[config.mk]
export PLATFORM = sky130hd
export DESIGN_NAME = arcade_io_ports_shifter_sound_top_flat
export DESIGN_NICKNAME = d
export VERILOG_FILES = /design/src/hdl/aiss_pkg.sv /design/src/hdl/aiss_req_if.sv /design/src/hdl/aiss_rsp_if.sv /design/src/hdl/aiss_in_stage.sv /design/src/hdl/aiss_core.sv /design/src/hdl/arcade_io_ports_shifter_sound_top.sv /design/src/flat_wrapper.sv
export SDC_FILE = /design/constraint.sdc
export NUM_CORES = 1
export LEC_CHECK = 0
export CAP_MARGIN = 25
export CORE_MARGIN = 1.5
export CORE_UTILIZATION = 35
export CTS_CLUSTER_DIAMETER = 40
export DETAILED_ROUTE_END_ITERATION = 10
export DONT_BUFFER_PORTS = 1
export HOLD_SLACK_MARGIN = 0.02
export PLACE_DENSITY = 0.59
export REMOVE_ABC_BUFFERS = 1
export SYNTH_ARGS = -nofsm -noshare
export SYNTH_HDL_FRONTEND = slang
export SYNTH_SLANG_ARGS = --single-unit
[constraint.sdc]
create_clock -name clk -period 2.6 [get_ports clk]
set_input_delay 0.13 -clock clk [delete_from_list [all_inputs] [get_ports clk]]
set_output_delay 0.13 -clock clk [all_outputs]
set_load 0.005 [all_outputs]
[src/hdl/aiss_pkg.sv]
// Shared types, codes and button masks for the arcade I/O port and shifter block.
package aiss_pkg;

  typedef enum logic [1:0] {
    OP_IN     = 2'd0,
    OP_OUT    = 2'd1,
    OP_BUTTON = 2'd2,
    OP_NONE   = 2'd3
  } op_t;

  localparam logic [2:0] PORT_ALL_ONES = 3'd0;
  localparam logic [2:0] PORT_BTN_ONE  = 3'd1;
  localparam logic [2:0] PORT_BTN_TWO  = 3'd2;
  localparam logic [2:0] PORT_SHIFT    = 3'd3;
  localparam logic [2:0] PORT_SOUND_A  = 3'd3;
  localparam logic [2:0] PORT_SHIFT_IN = 3'd4;
  localparam logic [2:0] PORT_SOUND_B  = 3'd5;
  localparam logic [2:0] PORT_AMOUNT   = 3'd2;

  localparam logic [2:0] BTN_COIN   = 3'd0;
  localparam logic [2:0] BTN_START2 = 3'd1;
  localparam logic [2:0] BTN_START1 = 3'd2;
  localparam logic [2:0] BTN_LEFT   = 3'd3;
  localparam logic [2:0] BTN_FIRE   = 3'd4;
  localparam logic [2:0] BTN_RIGHT  = 3'd5;

  localparam logic [7:0] ALL_ONES      = 8'hff;
  localparam logic [7:0] LOOP_BIT      = 8'h01;
  localparam logic [7:0] SOUND_A_MASK  = 8'h0e;
  localparam logic [7:0] SOUND_B_MASK  = 8'h1f;
  localparam logic [3:0] SHIFT_BASE    = 4'd8;

  typedef struct packed {
    logic [1:0] op;
    logic [2:0] port;
    logic [7:0] data;
    logic [2:0] button;
    logic       pressed;
  } req_t;

  typedef struct packed {
    logic [7:0] read_data;
    logic       read_hit;
    logic [8:0] sound_trigger;
    logic       loop_start;
    logic       loop_stop;
  } rsp_t;

  // Bits of the first button latch touched by each button.
  function automatic logic [7:0] btn_mask_one(input logic [2:0] button);
    logic [7:0] mask;
    mask = 8'h00;
    case (button)
      BTN_COIN:   mask = 8'h01;
      BTN_START2: mask = 8'h02;
      BTN_START1: mask = 8'h04;
      BTN_LEFT:   mask = 8'h20;
      BTN_FIRE:   mask = 8'h10;
      BTN_RIGHT:  mask = 8'h40;
      default:    mask = 8'h00;
    endcase
    return mask;
  endfunction

  // Only the player controls are mirrored into the second latch.
  function automatic logic [7:0] btn_mask_two(input logic [2:0] button);
    logic [7:0] mask;
    mask = 8'h00;
    case (button)
      BTN_LEFT:  mask = 8'h20;
      BTN_FIRE:  mask = 8'h10;
      BTN_RIGHT: mask = 8'h40;
      default:   mask = 8'h00;
    endcase
    return mask;
  endfunction

endpackage

[src/hdl/aiss_req_if.sv]
// Request channel: one CPU access or button event per item.
interface aiss_req_if;
  logic       valid;
  logic       ready;
  logic [1:0] op;
  logic [2:0] port;
  logic [7:0] data;
  logic [2:0] button;
  logic       pressed;

  modport source (output valid, output op, output port, output data, output button,
                  output pressed, input ready);
  modport sink (input valid, input op, input port, input data, input button,
                input pressed, output ready);
endinterface

[src/hdl/aiss_rsp_if.sv]
// Result channel: read data and sound pulses, one item per request.
interface aiss_rsp_if;
  logic       valid;
  logic       ready;
  logic [7:0] read_data;
  logic       read_hit;
  logic [8:0] sound_trigger;
  logic       loop_start;
  logic       loop_stop;

  modport source (output valid, output read_data, output read_hit, output sound_trigger,
                  output loop_start, output loop_stop, input ready);
  modport sink (input valid, input read_data, input read_hit, input sound_trigger,
                input loop_start, input loop_stop, output ready);
endinterface

[src/hdl/aiss_in_stage.sv]
// Input register that captures one request item and hands it to the core.
module aiss_in_stage (
  input  logic          clk,
  input  logic          rst,
  aiss_req_if.sink      req,
  output logic          stage_valid,
  output aiss_pkg::req_t stage_item,
  input  logic          core_ready
);

  logic take;

  assign req.ready = !stage_valid || core_ready;
  assign take      = req.valid && req.ready;

  always_ff @(posedge clk) begin
    if (rst) begin
      stage_valid <= 1'b0;
    end else if (req.ready) begin
      stage_valid <= req.valid;
    end
    if (take) begin
      stage_item.op      <= req.op;
      stage_item.port    <= req.port;
      stage_item.data    <= req.data;
      stage_item.button  <= req.button;
      stage_item.pressed <= req.pressed;
    end
  end

endmodule

[src/hdl/aiss_core.sv]
// Port decode, shift register, button latches, sound edge detect and result register.
module aiss_core (
  input  logic           clk,
  input  logic           rst,
  input  logic           stage_valid,
  input  aiss_pkg::req_t stage_item,
  output logic           core_ready,
  aiss_rsp_if.source     rsp
);

  logic [15:0] shift_word, shift_word_next;
  logic [2:0]  shift_amount, shift_amount_next;
  logic [7:0]  buttons_one, buttons_one_next;
  logic [7:0]  buttons_two, buttons_two_next;
  logic [7:0]  last_sound_a, last_sound_a_next;
  logic [7:0]  last_sound_b, last_sound_b_next;
  logic        loop_playing, loop_playing_next;

  aiss_pkg::rsp_t result, result_next;
  logic           out_valid;
  logic           advance;

  logic [15:0] shifted;
  logic [7:0]  diff_a, diff_b, mask_one, mask_two;

  assign core_ready = !out_valid || rsp.ready;
  assign advance    = stage_valid && core_ready;

  assign shifted  = shift_word >> (aiss_pkg::SHIFT_BASE - {1'b0, shift_amount});
  assign diff_a   = stage_item.data ^ last_sound_a;
  assign diff_b   = stage_item.data ^ last_sound_b;
  assign mask_one = aiss_pkg::btn_mask_one(stage_item.button);
  assign mask_two = aiss_pkg::btn_mask_two(stage_item.button);

  always_comb begin
    shift_word_next   = shift_word;
    shift_amount_next = shift_amount;
    buttons_one_next  = buttons_one;
    buttons_two_next  = buttons_two;
    last_sound_a_next = last_sound_a;
    last_sound_b_next = last_sound_b;
    loop_playing_next = loop_playing;
    result_next       = '0;

    unique case (aiss_pkg::op_t'(stage_item.op))
      aiss_pkg::OP_IN: begin
        result_next.read_hit = 1'b1;
        unique case (stage_item.port)
          aiss_pkg::PORT_ALL_ONES: result_next.read_data = aiss_pkg::ALL_ONES;
          aiss_pkg::PORT_BTN_ONE:  result_next.read_data = buttons_one;
          aiss_pkg::PORT_BTN_TWO:  result_next.read_data = buttons_two;
          aiss_pkg::PORT_SHIFT:    result_next.read_data = shifted[7:0];
          default:                 result_next.read_hit  = 1'b0;
        endcase
      end
      aiss_pkg::OP_OUT: begin
        unique case (stage_item.port)
          aiss_pkg::PORT_AMOUNT: shift_amount_next = stage_item.data[2:0];
          aiss_pkg::PORT_SHIFT_IN: shift_word_next = {stage_item.data, shift_word[15:8]};
          aiss_pkg::PORT_SOUND_A: begin
            // A change of bit 0 flips the looping sound between start and stop.
            if ((diff_a & aiss_pkg::LOOP_BIT) != 8'h00) begin
              loop_playing_next      = !loop_playing;
              result_next.loop_start = !loop_playing;
              result_next.loop_stop  = loop_playing;
            end
            result_next.sound_trigger = {1'b0, diff_a & aiss_pkg::SOUND_A_MASK};
            last_sound_a_next         = stage_item.data;
          end
          aiss_pkg::PORT_SOUND_B: begin
            result_next.sound_trigger = {diff_b[4:0] & aiss_pkg::SOUND_B_MASK[4:0], 4'h0};
            last_sound_b_next         = stage_item.data;
          end
          default: ;
        endcase
      end
      aiss_pkg::OP_BUTTON: begin
        if (stage_item.pressed) begin
          buttons_one_next = buttons_one | mask_one;
          buttons_two_next = buttons_two | mask_two;
        end else begin
          buttons_one_next = buttons_one & ~mask_one;
          buttons_two_next = buttons_two & ~mask_two;
        end
      end
      default: ;
    endcase
  end

  always_ff @(posedge clk) begin
    if (rst) begin
      shift_word   <= '0;
      shift_amount <= '0;
      buttons_one  <= '0;
      buttons_two  <= '0;
      last_sound_a <= '0;
      last_sound_b <= '0;
      loop_playing <= 1'b0;
      out_valid    <= 1'b0;
    end else if (advance) begin
      shift_word   <= shift_word_next;
      shift_amount <= shift_amount_next;
      buttons_one  <= buttons_one_next;
      buttons_two  <= buttons_two_next;
      last_sound_a <= last_sound_a_next;
      last_sound_b <= last_sound_b_next;
      loop_playing <= loop_playing_next;
      out_valid    <= 1'b1;
    end else if (rsp.ready) begin
      out_valid <= 1'b0;
    end
    if (advance) begin
      result <= result_next;
    end
  end

  assign rsp.valid         = out_valid;
  assign rsp.read_data     = result.read_data;
  assign rsp.read_hit      = result.read_hit;
  assign rsp.sound_trigger = result.sound_trigger;
  assign rsp.loop_start    = result.loop_start;
  assign rsp.loop_stop     = result.loop_stop;

endmodule

[src/hdl/arcade_io_ports_shifter_sound_top.sv]
// Top level of the arcade I/O board: input ports, barrel shifter and sound triggers.
//
//   channel  dir  handshake     payload
//   req      in   valid/ready   op, port, data, button, pressed
//   rsp      out  valid/ready   read_data, read_hit, sound_trigger, loop_start, loop_stop
//
// Every request gives exactly one result; the item passes the input register and then
// the result register, and is valid on rsp once it sits in the result register.
// A new request can be taken every cycle; the input register and the result
// register each hold one item, so a stalled result side fills both before req.ready drops.
// Synchronous reset clears the shift register, offset, button latches, last sound
// bytes and loop flag, and empties both registers.
module arcade_io_ports_shifter_sound_top (
  input  logic       clk,
  input  logic       rst,
  aiss_req_if.sink   req,
  aiss_rsp_if.source rsp
);

  logic           stage_valid;
  logic           core_ready;
  aiss_pkg::req_t stage_item;

  aiss_in_stage u_in_stage (
    .clk         (clk),
    .rst         (rst),
    .req         (req),
    .stage_valid (stage_valid),
    .stage_item  (stage_item),
    .core_ready  (core_ready)
  );

  aiss_core u_core (
    .clk         (clk),
    .rst         (rst),
    .stage_valid (stage_valid),
    .stage_item  (stage_item),
    .core_ready  (core_ready),
    .rsp         (rsp)
  );

`ifndef SYNTH
  // Input side only stalls when both registers are full behind a stalled output.
  a_stall_cause: assert property (@(posedge clk) disable iff (rst)
    !req.ready |-> (rsp.valid && !rsp.ready))
    else $error("request side stalled without a held result");

  a_loop_exclusive: assert property (@(posedge clk) disable iff (rst)
    rsp.valid |-> !(rsp.loop_start && rsp.loop_stop))
    else $error("loop start and stop in the same item");

  a_read_no_sound: assert property (@(posedge clk) disable iff (rst)
    (rsp.valid && rsp.read_hit) |-> (rsp.sound_trigger == 9'd0 && !rsp.loop_start
                                     && !rsp.loop_stop))
    else $error("read item carries sound pulses");

  a_trigger_bit0: assert property (@(posedge clk) disable iff (rst)
    rsp.valid |-> !rsp.sound_trigger[0])
    else $error("unused sound trigger bit set");
`endif

endmodule
[src/flat_wrapper.sv]
// flat-port wrapper written by rule: the top's interface ports become plain ports
module arcade_io_ports_shifter_sound_top_flat 
  (clk, rst, req_valid, req_op, req_port, req_data, req_button, req_pressed, req_ready, rsp_valid, rsp_read_data, rsp_read_hit, rsp_sound_trigger, rsp_loop_start, rsp_loop_stop, rsp_ready);
  aiss_req_if req_i ();
  aiss_rsp_if rsp_i ();
  input  logic clk;
  input  logic rst;
  input wire logic [$bits(req_i.valid)-1:0] req_valid;
  input wire logic [$bits(req_i.op)-1:0] req_op;
  input wire logic [$bits(req_i.port)-1:0] req_port;
  input wire logic [$bits(req_i.data)-1:0] req_data;
  input wire logic [$bits(req_i.button)-1:0] req_button;
  input wire logic [$bits(req_i.pressed)-1:0] req_pressed;
  output wire logic [$bits(req_i.ready)-1:0] req_ready;
  output wire logic [$bits(rsp_i.valid)-1:0] rsp_valid;
  output wire logic [$bits(rsp_i.read_data)-1:0] rsp_read_data;
  output wire logic [$bits(rsp_i.read_hit)-1:0] rsp_read_hit;
  output wire logic [$bits(rsp_i.sound_trigger)-1:0] rsp_sound_trigger;
  output wire logic [$bits(rsp_i.loop_start)-1:0] rsp_loop_start;
  output wire logic [$bits(rsp_i.loop_stop)-1:0] rsp_loop_stop;
  input wire logic [$bits(rsp_i.ready)-1:0] rsp_ready;
  assign req_i.valid = req_valid;
  assign req_i.op = req_op;
  assign req_i.port = req_port;
  assign req_i.data = req_data;
  assign req_i.button = req_button;
  assign req_i.pressed = req_pressed;
  assign req_ready = req_i.ready;
  assign rsp_valid = rsp_i.valid;
  assign rsp_read_data = rsp_i.read_data;
  assign rsp_read_hit = rsp_i.read_hit;
  assign rsp_sound_trigger = rsp_i.sound_trigger;
  assign rsp_loop_start = rsp_i.loop_start;
  assign rsp_loop_stop = rsp_i.loop_stop;
  assign rsp_i.ready = rsp_ready;
  arcade_io_ports_shifter_sound_top u_core (.clk(clk), .rst(rst), .req(req_i), .rsp(rsp_i));
endmodule
==> results.ini <==
[route]
drtIter0Drc = 198
drtAntennaViolNets = 0
first_pass_iters = 4
finalWirelength_mm = 8.274
routedWlPerCell_um = 16.29
drc = 0
vias = 2694
vias_per_cell = 5.303

[sta]
final_max_slew_viol_count = 0
worst_slack_ns = 0.2049
final.setup_skew_ns = 0.01569
finalCritPeriodShare_pct = 92.12
max_freq_mhz = 417.5
worst_pin_slew_ns = 0.5487
hold_viol = 0
setup_violations = 0
period_needed_ns = 2.395
finalSetupTns_ns = 0
slew_headroom_pct = 62.91
rsz0062_at_grt = false

[synthesis]
synth_seq_cells = 76
synth.area.top_cells = edfxtp_1 (28%), dfxtp_1 (21%), mux2i_1 (9.8%)
syn_area_mm2 = 0.003795
ys.flop_type = dfxtp_1
netlist_top_cells_count = nor2_1 (46), dfxtp_1 (40), mux2i_1 (37)
synthCells = 352
synth_cell_types = 62
yosysWarnings = 0
yosys.area.top_type_share_pct = 28.49
synth_top_cell_by_area = edfxtp_1
avgSynthCellArea_um2 = 10.78
synth-edff-count = 36
seq_area_frac_synth_pct = 49.59
yosysMostFrequentCell = nor2_1
async_flop_share_pct = 0

[layout]
layout-drive-gt1-share_pct = 12.37
insertedDiodeCount = 0
multiInputGateArea_mm2 = 0.001730
layout.cells.non_filler = 508
area_delta_synth_final_pct = 14.21
fillCellCount = 1007
nets = 389
register_area_mm2 = 0.001882

[pwr]
power_density_mw_per_mm2 = 555.6
power.internal_mw = 1.881
combPwrFrac_pct = 4.8
swShare_pct = 21.88
clock_power_share_pct = 40.2
ir_drop_v = 0.0003231
power_switching_mw = 0.5268
pwr-share-seq_pct = 55.0
leakage_nw = 1.712

[run_status]
outcome = complete, no violations

[worst_setup_path]
path_max_fanout = 9
slowest_stage = ha_1
crit_chain = inv_2, ha_1, mux2_2, mux4_2, o2111ai_1, a21oi_1
cp.arrival_ns = 2.47
end_kind = register
critPathRequiredTime_ns = 2.68
cp-start-kind = register
slowest_delay_ns = 0.54
path_class = reg2reg

[clock_network]
clockBufferDepth = 2
cts_htree_levels = 3
post_cts_buffers = 0
ctsRootBufferMaster = clkbuf_8
cts_made_buffers = 9
numClockSinks = 76
cts_tree = built
clkLatencyLatePin_ns = 0.35
clkTransAtPathRegs_ns = 0.08

[place]
dp_slack_ns = 0.2634
hpwl_mm = 5.728
place_congestion = 0.9074
io_buffers = 0
placed_cells = 473

[floorplanning]
die_y_um = 107.1
coreArea_mm2 = 0.01042
rows = 37
die_x_um = 107.1
start_util_pct = 36.43
dieArea_mm2 = 0.01148
ios = 43

[run]
max_cap_violations = 0

[hold_path]
holdCritPathClass = in2reg

[grt]
grt_pass1_vias = 2684
grt_max_degree = 42
antenna_found_initial = 0
grt_overflow = 0
grt.total_usage_pct = 15.26
grt_pass1_wl_mm = 13.62

path summary, 6_finish.rpt:
path                                                    from                                      endpoint  slack [ns]  cells after the start
setup / recovery  u_core.u_core.shift_amount[0]$_SDFFE_PP0P_  u_core.u_core.rsp.read_data[7]$_SDFFCE_PP0P_        0.20                      6
hold / removal                                           rst                                      register        0.08                      2
setup reg to reg  u_core.u_core.shift_amount[0]$_SDFFE_PP0P_  u_core.u_core.rsp.read_data[7]$_SDFFCE_PP0P_        0.20                      6
hold reg to reg                                     register                                      register        0.48                      2
critical path, delay by kind of cell (launching register included):
family	cells	cell delay, ns
compound gates	2	0.28
fa+ha+maj	1	0.54
flops	1	0.35
mux	2	0.91
buf+inv	1	0.05
area by class of cell:
cell class | instances | share of cell area, %
inverter | 14 | 1.212
clock buffer | 10 | 2.945
clock inverter | 6 | 2.050
multi-input combinational | 236 | 39.92
sequential | 76 | 43.42
timing repair buffer | 30 | 6.524
tap | 136 | 3.926
cell families (layout without fill, tap and decap cells):
group	after synthesis	after routing	synth area share, %
simple gates	107	107	14.74
flops	76	76	49.59
compound gates	66	66	12.23
mux	51	51	15.69
buf+inv	40	60	4.814
xor+xnor	10	10	2.506
fa+ha+maj	1	1	0.3297
other cells	1	1	0.09882
stage by stage:
stage          hold slack (ns)  power [mW]  cell area [um^2]  utilization [%]
3_5_place_dp            0.2086       1.433              3918            37.61
5_1_grt                0.07061       2.503              4334            41.61
6_report               0.07899       2.408              4334            41.61
4_1_cts                0.05854       2.445              4334            41.61
3_3_place_gp            0.2048       1.433              3918            37.61
2_1_floorplan           0.1991       1.400              3665                -
repair_timing:
| item | 4_1_cts | 5_1_grt |
|---|---|---|
| resized for setup | 0 | 0 |
| endpoints found under the hold margin | 57 | 0 |
| hold buffers | 19 | 0 |
routing by layer:
metal	wire length, um	share of wire, %	GRT usage [%]	up-vias
li1	-	-	-	1312
met1	3741	45	19.78	1265
met2	3823	46	23.75	105
met3	552	6.7	4.438	12
met4	157	1.9	6.286	0
met5	0	0	0	-
placed cells by master (no fill, tap or decap), types with 5 or more instances in the layout:
cell type      instances
o21ai_0               10
edfxtp_1              36
dlygate4sd3_1         18
nand4_1                5
mux2_4                 5
inv_1                 12
nand3_1                5
buf_4                 11
dfxtp_1               40
a21oi_1               18
nor2b_1                9
or3_1                  5
nor2_1                46
nand2b_1               5
xnor2_1                8
clkbuf_8               9
nand2_1               12
mux2i_1               37
power by group through the flow:
| stage | registers (mW) | clock network [mW] | logic, mW |
|---|---|---|---|
| global placement | 1.35 | 0 | 0.0810 |
| finish | 1.32 | 0.968 | 0.116 |
| CTS | 1.32 | 1.00 | 0.116 |
| floorplan | 1.34 | 0 | 0.0598 |
| detailed placement | 1.35 | 0 | 0.0812 |
| global route | 1.33 | 1.04 | 0.128 |
No activity file was read; power rests on OpenSTA's default activity.
